[src/sv/ducv_pkg.sv]
`timescale 1ns / 1ps
`default_nettype none

package ducv_pkg;

  localparam int unsigned NumStages = 7;

  localparam logic [30:0] Epoch1980      = 31'd315532800;
  localparam logic [15:0] DaysTo1980Plus = 16'd3653;
  localparam logic [14:0] DaysTo1980     = 15'd3652;
  localparam logic [16:0] SecsPerDay     = 17'd86400;
  localparam logic [11:0] SecsPerHour    = 12'd3600;
  localparam logic [8:0]  DaysPerYear    = 9'd365;
  localparam logic [5:0]  SecsPerMin     = 6'd60;

  // reciprocals, exact for the operand ranges they see
  // day:  (u >> 7) / 675, 24-bit operand, shift 34
  // hour: (r >> 4) / 225, 13-bit operand, shift 21
  // min:  (r >> 2) / 15, 10-bit operand, shift 14
  // year: d / 365, 15-bit operand, shift 24
  localparam logic [24:0] DayRecip  = 25'd25451659;
  localparam logic [13:0] HourRecip = 14'd9321;
  localparam logic [10:0] MinRecip  = 11'd1093;
  localparam logic [15:0] YearRecip = 16'd45965;

  typedef enum logic {
    OpDosToUnix = 1'b0,
    OpUnixToDos = 1'b1
  } ducv_op_e;

  typedef struct packed {
    logic [NumStages-1:0] en;
    logic                 last_valid;
    ducv_op_e             last_op;
  } ducv_ctrl_t;

  // cumulative days before each month, unused codes count zero
  function automatic logic [8:0] month_start(input logic [3:0] m);
    logic [8:0] r;
    unique case (m)
      4'd0:    r = 9'd0;
      4'd1:    r = 9'd31;
      4'd2:    r = 9'd59;
      4'd3:    r = 9'd90;
      4'd4:    r = 9'd120;
      4'd5:    r = 9'd151;
      4'd6:    r = 9'd181;
      4'd7:    r = 9'd212;
      4'd8:    r = 9'd243;
      4'd9:    r = 9'd273;
      4'd10:   r = 9'd304;
      4'd11:   r = 9'd334;
      default: r = 9'd0;
    endcase
    return r;
  endfunction

endpackage

`default_nettype wire

[src/sv/ducv_if.sv]
`timescale 1ns / 1ps
`default_nettype none

interface ducv_in_if;
  logic               valid;
  logic               ready;
  logic               operation;
  logic [15:0]        dos_time;
  logic [15:0]        dos_date;
  logic signed [31:0] unix_seconds;

  modport source (output valid, operation, dos_time, dos_date, unix_seconds, input ready);
  modport sink (input valid, operation, dos_time, dos_date, unix_seconds, output ready);
endinterface

interface ducv_out_if;
  logic               valid;
  logic               ready;
  logic signed [31:0] unix_seconds_out;
  logic [15:0]        dos_time_out;
  logic [15:0]        dos_date_out;

  modport source (output valid, unix_seconds_out, dos_time_out, dos_date_out, input ready);
  modport sink (input valid, unix_seconds_out, dos_time_out, dos_date_out, output ready);
endinterface

`default_nettype wire

[src/sv/ducv_ctrl.sv]
`timescale 1ns / 1ps
`default_nettype none

module ducv_ctrl (
  input  wire logic              clk_i,
  input  wire logic              rst_ni,
  input  wire logic              in_valid_i,
  input  wire ducv_pkg::ducv_op_e in_op_i,
  input  wire logic              out_ready_i,
  output logic                   in_ready_o,
  output ducv_pkg::ducv_ctrl_t   ctrl_o
);
  import ducv_pkg::*;

  logic [NumStages-1:0] valid_q;
  logic [NumStages-1:0] en;
  ducv_op_e             op_q [NumStages];

  // a stage may load when it is empty or its content moves on
  always_comb begin
    en[NumStages-1] = !valid_q[NumStages-1] || out_ready_i;
    for (int i = NumStages - 2; i >= 0; i--) begin
      en[i] = !valid_q[i] || en[i+1];
    end
  end

  always_ff @(posedge clk_i or negedge rst_ni) begin
    if (!rst_ni) begin
      valid_q <= '0;
    end else begin
      if (en[0]) begin
        valid_q[0] <= in_valid_i;
      end
      for (int i = 1; i < NumStages; i++) begin
        if (en[i]) begin
          valid_q[i] <= valid_q[i-1];
        end
      end
    end
  end

  always_ff @(posedge clk_i) begin
    if (en[0]) begin
      op_q[0] <= in_op_i;
    end
    for (int i = 1; i < NumStages; i++) begin
      if (en[i]) begin
        op_q[i] <= op_q[i-1];
      end
    end
  end

  assign in_ready_o        = en[0];
  assign ctrl_o.en         = en;
  assign ctrl_o.last_valid = valid_q[NumStages-1];
  assign ctrl_o.last_op    = op_q[NumStages-1];

endmodule

`default_nettype wire

[src/sv/ducv_d2u.sv]
`timescale 1ns / 1ps
`default_nettype none

module ducv_d2u (
  input  wire logic                 clk_i,
  input  wire ducv_pkg::ducv_ctrl_t ctrl_i,
  input  wire logic [15:0]          dos_time_i,
  input  wire logic [15:0]          dos_date_i,
  input  wire logic [31:0]          tz_off_i,
  output logic [31:0]               result_o
);
  import ducv_pkg::*;

  logic [3:0]  mon;
  logic [6:0]  year;
  logic        leap_fix;
  logic [15:0] days_d, days_q;
  logic [16:0] tsec_d, tsec_q;
  logic [31:0] secs_d, secs_q;
  logic [31:0] pipe_q [2:NumStages-1];

  // month zero wraps to an empty table entry
  always_comb begin
    mon      = dos_date_i[8:5] - 4'd1;
    year     = dos_date_i[15:9];
    leap_fix = (year[1:0] == 2'b00) && (mon < 4'd2);
    days_d   = 16'(dos_date_i[4:0]) + 16'(month_start(mon)) + 16'(year[6:2])
             + 16'(year) * 16'(DaysPerYear) + DaysTo1980Plus - 16'd1 - 16'(leap_fix);
    tsec_d   = 17'({dos_time_i[4:0], 1'b0}) + 17'(dos_time_i[10:5]) * 17'(SecsPerMin)
             + 17'(dos_time_i[15:11]) * 17'(SecsPerHour);
  end

  assign secs_d = 32'(days_q) * 32'(SecsPerDay) + 32'(tsec_q);

  always_ff @(posedge clk_i) begin
    if (ctrl_i.en[0]) begin
      days_q <= days_d;
      tsec_q <= tsec_d;
    end
    if (ctrl_i.en[1]) begin
      secs_q <= secs_d;
    end
    if (ctrl_i.en[2]) begin
      pipe_q[2] <= secs_q + tz_off_i;
    end
    // delay line to line up with the other direction
    for (int i = 3; i < NumStages; i++) begin
      if (ctrl_i.en[i]) begin
        pipe_q[i] <= pipe_q[i-1];
      end
    end
  end

  assign result_o = pipe_q[NumStages-1];

endmodule

`default_nettype wire

[src/sv/ducv_u2d.sv]
`timescale 1ns / 1ps
`default_nettype none

module ducv_u2d (
  input  wire logic                 clk_i,
  input  wire ducv_pkg::ducv_ctrl_t ctrl_i,
  input  wire logic signed [31:0]   unix_seconds_i,
  input  wire logic [31:0]          tz_off_i,
  output logic [15:0]               dos_time_o,
  output logic [15:0]               dos_date_o
);
  import ducv_pkg::*;

  function automatic logic [14:0] years_before(input logic [5:0] y);
    logic [6:0] y3;
    y3 = 7'(y) + 7'd3;
    return 15'(y3[6:2]) + 15'(y) * 15'(DaysPerYear);
  endfunction

  // stage 0: offset and clamp
  logic [31:0] diff;
  logic [30:0] u0_d, u0_q;
  // stage 1: day number
  logic [48:0] dprod;
  logic [30:0] u1_q;
  logic [14:0] qd1_q;
  // stage 2: seconds of day, days since 1980
  logic [30:0] qsec;
  logic [30:0] rem2_full;
  logic [16:0] rem2_q;
  logic [14:0] day2_q;
  // stage 3: hour, year estimate
  logic [26:0] hprod;
  logic [30:0] yprod;
  logic [16:0] rem3_q;
  logic [14:0] day3_q;
  logic [4:0]  hrs3_q;
  logic [5:0]  year3_q;
  // stage 4: seconds of hour, days before year
  logic [16:0] rem4_full;
  logic [11:0] rem4_q;
  logic [4:0]  hrs4_q;
  logic [5:0]  year4_q;
  logic [14:0] day4_q;
  logic [14:0] bef4_q;
  // stage 5: minute, year fix, day of year
  logic [20:0] mprod;
  logic        dec;
  logic [5:0]  year5_d, year5_q;
  logic [14:0] bef5;
  logic [14:0] dday5_full;
  logic [11:0] rem5_q;
  logic [4:0]  hrs5_q;
  logic [5:0]  mins5_q;
  logic [9:0]  dday5_q;
  // stage 6: pack
  logic [11:0] secs_full;
  logic        leap;
  logic        feb29;
  logic [9:0]  nl;
  logic [3:0]  mon;
  logic [15:0] time6_d, time6_q;
  logic [15:0] date6_d, date6_q;

  always_comb begin
    diff = $unsigned(unix_seconds_i) - tz_off_i;
    if (diff[31] || (diff[30:0] < Epoch1980)) begin
      u0_d = Epoch1980;
    end else begin
      u0_d = diff[30:0];
    end
  end

  assign dprod = 49'(u0_q[30:7]) * 49'(DayRecip);

  assign qsec      = 31'(qd1_q) * 31'(SecsPerDay);
  assign rem2_full = u1_q - qsec;

  assign hprod = 27'(rem2_q[16:4]) * 27'(HourRecip);
  assign yprod = 31'(day2_q) * 31'(YearRecip);

  assign rem4_full = rem3_q - 17'(hrs3_q) * 17'(SecsPerHour);

  // the estimate may sit one year late near the year boundary
  always_comb begin
    mprod      = 21'(rem4_q[11:2]) * 21'(MinRecip);
    dec        = (bef4_q > day4_q) && (year4_q != 6'd0);
    year5_d    = dec ? year4_q - 6'd1 : year4_q;
    bef5       = dec ? years_before(year5_d) : bef4_q;
    dday5_full = day4_q - bef5;
  end

  always_comb begin
    secs_full = rem5_q - 12'(mins5_q) * 12'(SecsPerMin);
    leap      = (year5_q[1:0] == 2'b00);
    feb29     = (dday5_q == 10'd59) && leap;
    nl        = (!leap || (dday5_q <= 10'd59)) ? dday5_q : dday5_q - 10'd1;
    mon       = 4'd12;
    for (int m = 11; m >= 1; m--) begin
      if (10'(month_start(4'(m))) > nl) begin
        mon = 4'(m);
      end
    end
    if (feb29) begin
      mon = 4'd2;
    end
    time6_d = {hrs5_q, mins5_q, secs_full[5:1]};
    date6_d = 16'(nl) - 16'(month_start(mon - 4'd1)) + 16'd1 + 16'({mon, 5'b0})
            + 16'({year5_q, 9'b0});
  end

  always_ff @(posedge clk_i) begin
    if (ctrl_i.en[0]) begin
      u0_q <= u0_d;
    end
    if (ctrl_i.en[1]) begin
      u1_q  <= u0_q;
      qd1_q <= dprod[48:34];
    end
    if (ctrl_i.en[2]) begin
      rem2_q <= rem2_full[16:0];
      day2_q <= qd1_q - DaysTo1980;
    end
    if (ctrl_i.en[3]) begin
      rem3_q  <= rem2_q;
      day3_q  <= day2_q;
      hrs3_q  <= hprod[25:21];
      year3_q <= yprod[29:24];
    end
    if (ctrl_i.en[4]) begin
      rem4_q  <= rem4_full[11:0];
      hrs4_q  <= hrs3_q;
      year4_q <= year3_q;
      day4_q  <= day3_q;
      bef4_q  <= years_before(year3_q);
    end
    if (ctrl_i.en[5]) begin
      rem5_q  <= rem4_q;
      hrs5_q  <= hrs4_q;
      mins5_q <= mprod[19:14];
      year5_q <= year5_d;
      dday5_q <= dday5_full[9:0];
    end
    if (ctrl_i.en[NumStages-1]) begin
      time6_q <= time6_d;
      date6_q <= date6_d;
    end
  end

  assign dos_time_o = time6_q;
  assign dos_date_o = date6_q;

endmodule

`default_nettype wire

[src/sv/dos_unix_timestamp_convert.sv]
// Converts FAT packed time/date words to signed 32-bit Unix seconds or back,
// the direction picked by the operation bit of each item. One item is taken
// per clock while the output does not stall, and each result is offered
// from the last pipeline stage; the depth is set by the chain of reciprocal
// multiplies that splits Unix seconds into days, hours, minutes and years,
// and the other direction is delayed to the same depth so results leave in
// order. A stalled output holds its result while empty stages further up
// keep filling. The timezone register is stored already multiplied by 60
// at the write and must only be written while no item is in flight.
`timescale 1ns / 1ps
`default_nettype none

module dos_unix_timestamp_convert (
  input  wire logic               clk_i,
  input  wire logic               rst_ni,
  input  wire logic               tz_we_i,
  input  wire logic signed [11:0] tz_wdata_i,
  ducv_in_if.sink                 in_i,
  ducv_out_if.source              out_o
);
  import ducv_pkg::*;

  ducv_ctrl_t  ctrl;
  logic [31:0] tz_off_q;
  logic [31:0] d2u_res;
  logic [15:0] u2d_time;
  logic [15:0] u2d_date;
  ducv_op_e    in_op;

  always_ff @(posedge clk_i or negedge rst_ni) begin
    if (!rst_ni) begin
      tz_off_q <= '0;
    end else if (tz_we_i) begin
      tz_off_q <= 32'(tz_wdata_i) * 32'(SecsPerMin);
    end
  end

  assign in_op = ducv_op_e'(in_i.operation);

  ducv_ctrl u_ctrl (
    .clk_i,
    .rst_ni,
    .in_valid_i  (in_i.valid),
    .in_op_i     (in_op),
    .out_ready_i (out_o.ready),
    .in_ready_o  (in_i.ready),
    .ctrl_o      (ctrl)
  );

  ducv_d2u u_d2u (
    .clk_i,
    .ctrl_i     (ctrl),
    .dos_time_i (in_i.dos_time),
    .dos_date_i (in_i.dos_date),
    .tz_off_i   (tz_off_q),
    .result_o   (d2u_res)
  );

  ducv_u2d u_u2d (
    .clk_i,
    .ctrl_i         (ctrl),
    .unix_seconds_i (in_i.unix_seconds),
    .tz_off_i       (tz_off_q),
    .dos_time_o     (u2d_time),
    .dos_date_o     (u2d_date)
  );

  // fields of the direction not taken read as zero
  assign out_o.valid            = ctrl.last_valid;
  assign out_o.unix_seconds_out = (ctrl.last_op == OpDosToUnix) ? $signed(d2u_res) : '0;
  assign out_o.dos_time_out     = (ctrl.last_op == OpUnixToDos) ? u2d_time : '0;
  assign out_o.dos_date_out     = (ctrl.last_op == OpUnixToDos) ? u2d_date : '0;

endmodule

`default_nettype wire

[src/flat_wrapper.sv]
// flat-port wrapper written by rule: the top's interface ports become plain ports
module dos_unix_timestamp_convert_flat import ducv_pkg::*;
  (clk_i, rst_ni, tz_we_i, tz_wdata_i, in_i_valid, in_i_operation, in_i_dos_time, in_i_dos_date, in_i_unix_seconds, in_i_ready, out_o_valid, out_o_unix_seconds_out, out_o_dos_time_out, out_o_dos_date_out, out_o_ready);
  ducv_in_if in_i_i ();
  ducv_out_if out_o_i ();
  input  wire logic clk_i;
  input  wire logic rst_ni;
  input  wire logic tz_we_i;
  input  wire logic signed [11:0] tz_wdata_i;
  input wire logic [$bits(in_i_i.valid)-1:0] in_i_valid;
  input wire logic [$bits(in_i_i.operation)-1:0] in_i_operation;
  input wire logic [$bits(in_i_i.dos_time)-1:0] in_i_dos_time;
  input wire logic [$bits(in_i_i.dos_date)-1:0] in_i_dos_date;
  input wire logic [$bits(in_i_i.unix_seconds)-1:0] in_i_unix_seconds;
  output wire logic [$bits(in_i_i.ready)-1:0] in_i_ready;
  output wire logic [$bits(out_o_i.valid)-1:0] out_o_valid;
  output wire logic [$bits(out_o_i.unix_seconds_out)-1:0] out_o_unix_seconds_out;
  output wire logic [$bits(out_o_i.dos_time_out)-1:0] out_o_dos_time_out;
  output wire logic [$bits(out_o_i.dos_date_out)-1:0] out_o_dos_date_out;
  input wire logic [$bits(out_o_i.ready)-1:0] out_o_ready;
  assign in_i_i.valid = in_i_valid;
  assign in_i_i.operation = in_i_operation;
  assign in_i_i.dos_time = in_i_dos_time;
  assign in_i_i.dos_date = in_i_dos_date;
  assign in_i_i.unix_seconds = in_i_unix_seconds;
  assign in_i_ready = in_i_i.ready;
  assign out_o_valid = out_o_i.valid;
  assign out_o_unix_seconds_out = out_o_i.unix_seconds_out;
  assign out_o_dos_time_out = out_o_i.dos_time_out;
  assign out_o_dos_date_out = out_o_i.dos_date_out;
  assign out_o_i.ready = out_o_ready;
  dos_unix_timestamp_convert u_core (.clk_i(clk_i), .rst_ni(rst_ni), .tz_we_i(tz_we_i), .tz_wdata_i(tz_wdata_i), .in_i(in_i_i), .out_o(out_o_i));
endmodule
[config.mk]
export PLATFORM = sky130hd
export DESIGN_NAME = dos_unix_timestamp_convert_flat
export DESIGN_NICKNAME = d
export VERILOG_FILES = /design/src/sv/ducv_pkg.sv /design/src/sv/ducv_if.sv /design/src/sv/ducv_ctrl.sv /design/src/sv/ducv_d2u.sv /design/src/sv/ducv_u2d.sv /design/src/sv/dos_unix_timestamp_convert.sv /design/src/flat_wrapper.sv
export SDC_FILE = /design/constraint.sdc
export NUM_CORES = 2
export LEC_CHECK = 0
export ABC_CLOCK_PERIOD_IN_PS = 11600
export BUFFER_PORTS_ARGS = -buffer_cell sky130_fd_sc_hd__buf_2
export CORE_MARGIN = 3
export CORE_UTILIZATION = 60
export CTS_CLUSTER_SIZE = 20
export DETAILED_ROUTE_END_ITERATION = 10
export HOLD_SLACK_MARGIN = 0.15
export PLACE_DENSITY = 0.75
export SYNTH_ARGS = -nofsm -noshare
export SYNTH_HDL_FRONTEND = slang
export SYNTH_SLANG_ARGS = --single-unit
[constraint.sdc]
create_clock -name clk_i -period 11.6 [get_ports clk_i]
set_input_delay 1.16 -clock clk_i [delete_from_list [all_inputs] [get_ports clk_i]]
set_output_delay 1.16 -clock clk_i [all_outputs]
set_load 0.03 [all_outputs]
==> impl_metrics.tcl <==
set metrics [dict create \
    status "finished, final reports clean" \
    slowest_delay_ns 0.51 \
    ys_warn_count 0 \
    rsz0062_at_grt "no" \
    post-cts-setup-buffers 0 \
    wl_met2_um 46900 \
    fp.coreArea_um2 80800 \
    final_nets 6054 \
    path_clk_slew_ns 0.06 \
    cp_slowest_cell "or4b_1" \
    grt_max_degree 71 \
    async_flop_share_pct 5.05 \
    route.detailed.drc 0 \
    seq_area_frac_synth_pct 30.0 \
    grt_pass1_wl_um 162000 \
    rows 104 \
    cts_buffer_depth 3 \
    synth_area_per_cell_um2 11.2 \
    cts_tree "done" \
    cts_root_buf "clkbuf_16" \
    cp.required_ns 11.95 \
    clk_latency_ns 0.63 \
    slew_viol_final 0 \
    drt_pass1_iterations 7 \
    synthDominantCellAreaShare_pct 28.7 \
    ys_types 91 \
    ant_nets 0 \
    final_layout_size_suffix_gt1_share_pct 6.25 \
    num_vias 30900 \
    setup_tns_ns 0 \
    viasPerCell 5.46 \
    grt_usage_pct 23.4 \
    antenna_found_initial 1 \
    routed_wl_um 95700 \
    synth_top_area_cell "edfxtp_1" \
    die_x_um 292 \
    synth_edf_count 470 \
    relSlewSlack_pct 35.5 \
    end_kind "flip-flop" \
    routed.top_layer "met5" \
    syn2layout_area_growth_pct 7.60 \
    cts_resized 0 \
    clock_skew_ns 0.0340 \
    ios 148 \
    place_congestion 0.924 \
    yosys_most_used_dff "edfxtp_1" \
    max_clock_freq_mhz 107 \
    hold_path_class "flip-flop to flip-flop" \
    wl_met3_um 3900 \
    grt_pass1_vias 32400 \
    initial_utilization_pct 60.8 \
    syn_inst 4392 \
    m1WireLength_um 42600 \
    cts_hold_buf 0 \
    wl_per_cell_um 16.9 \
    synth_area_um2 49100 \
    cts_buffers 53 \
    mostFrequentLayoutCells "985 x ha_1, 838 x inv_1, 470 x edfxtp_1, 420 x fa_1, 224 x xnor2_1" \
    die_h_um 292 \
    gr-total-overflow 0 \
    fin_crit_ns 9.32 \
    synth.area.top_cells "edfxtp_1 29%, ha_1 25%, fa_1 17%" \
    maxCapViolations 0 \
    worst_pin_slew_ns 0.968 \
    cp_max_fo 13 \
    htreeDepth 2 \
    synth_nets 5879 \
    final_common_cell "ha_1" \
    setup_viol 0 \
    cp-start-kind "flip-flop" \
    hold_viol 0 \
    arrival_ns 9.67 \
    drtIter0Drc 1273 \
    clock-sinks 495 \
    place_hpwl_um 79900 \
    die_area_um2 85300 \
    crit_type "flip-flop to flip-flop" \
    portBuffers 145 \
    ys_ff_latch 495 \
    finalCritPeriodShare_pct 80.3 \
]
## cells by family after synthesis
group / Yosys count / synth area share (%)
adder cells (fa/ha/maj): 1405 / 42.2
buffers and inverters: 876 / 6.71
AND/OR/NAND/NOR: 634 / 6.56
AO/OA/AOI/OAI: 662 / 8.77
flip-flops: 495 / 30.0
multiplexers: 15 / 0.311
XOR/XNOR: 304 / 5.42
other: 1 / 0.00763
## flip-flops by register name, indices dropped and copies added, names as in the netlist, 16 cells and up
name                     cells
u_core.u_u2d.u1_q           16
u_core.u_d2u.days_q         16
u_core.u_d2u.secs_q         31
u_core.u_u2d.u0_q           30
u_core.u_u2d.dos_time_o     16
u_core.u_u2d.rem2_q         16
u_core.tz_off_q             18
u_core.u_u2d.dos_date_o     16
u_core.u_d2u.tsec_q         16
u_core.u_d2u.pipe_q        155
## layout make-up
type	count	area (µm²)
sequential	495	14700
antenna	1	2.50
timing repair buffer	155	801
multi-input combinational	3021	31100
fill	6156	28000
tap	1060	1330
inverter	841	3160
clock buffer	61	1360
clock inverter	36	353
## critical path, delay by kind of cell (launching register included)
kind                     cells  cell delay (ns)
AO/OA/AOI/OAI               15             3.47
AND/OR/NAND/NOR              9             2.43
XOR/XNOR                     2             0.30
adder cells (fa/ha/maj)      6             1.93
buffers and inverters        4             0.41
flip-flops                   1             0.47
## stage by stage
stage / instance area [µm²] / worst slack (ns) / instances / util [%] / hold slack (ns)
after floorplan: 49100 / 3.55 / 4392 / - / 0.400
after global placement: 51100 / 2.48 / 5572 / 63.3 / 0.401
after detailed placement: 51100 / 2.35 / 5572 / 63.3 / 0.405
after CTS: 52900 / 2.27 / 5669 / 65.4 / 0.412
after global routing: 52900 / 1.47 / 5669 / 65.4 / 0.417
final: 52900 / 2.28 / 5670 / 65.4 / 0.415
## Yosys cell counts, types with 5 or more instances
master / instances
a211o_1: 15
nor4_1: 5
nor2b_1: 64
o21bai_1: 45
nor3_1: 51
a21o_1: 87
or2_2: 17
nor3b_1: 5
a31o_2: 5
o22ai_1: 8
or4_1: 11
o21a_1: 38
o31ai_1: 11
clkbuf_1: 28
o21ai_1: 7
or3_1: 19
fa_1: 420
a311oi_1: 7
nor2_1: 163
nand2_1: 140
a21boi_0: 8
o2111ai_1: 5
nand2b_1: 30
dfrtp_1: 25
nand3_1: 33
mux2i_1: 13
a31oi_1: 21
xor2_1: 80
a211oi_1: 23
nand4_1: 15
o211ai_1: 11
inv_1: 840
edfxtp_1: 470
o21ai_0: 115
a21oi_1: 198
ha_1: 985
xnor2_1: 224
and2_1: 42
and4_1: 5
a2111oi_0: 5
and3_1: 9
## routing by layer
layer  global-route usage, %  up-vias
met3                    2.85      132
li1                        -    15300
met2                    40.7      530
met4                    5.70        2
met5                       0        -
met1                    31.3    14900
## worst paths after layout
check | start | endpoint | slack (ns) | depth (start not counted)
worst max register to register | u_core.u_u2d.dday5_q[0] | u_core.u_u2d.dos_date_o[15] | 2.28 | 36
min in group asynchronous | rst_ni | u_core.u_ctrl.valid_q[5] | 0.56 | 1
worst min-delay path | u_core.u_d2u.pipe_q[0][152] | u_core.u_d2u.pipe_q[0][184] | 0.41 | 0
worst max-delay path | u_core.u_u2d.dday5_q[0] | u_core.u_u2d.dos_date_o[15] | 2.28 | 36
max in group asynchronous | rst_ni | u_core.tz_off_q[15] | 10.62 | 1
worst min register to register | u_core.u_d2u.pipe_q[0][152] | u_core.u_d2u.pipe_q[0][184] | 0.41 | 0
Power is left out: the tool's default activity adds up to more than one toggle a clock period on the data nets, which glitch-free logic cannot reach.
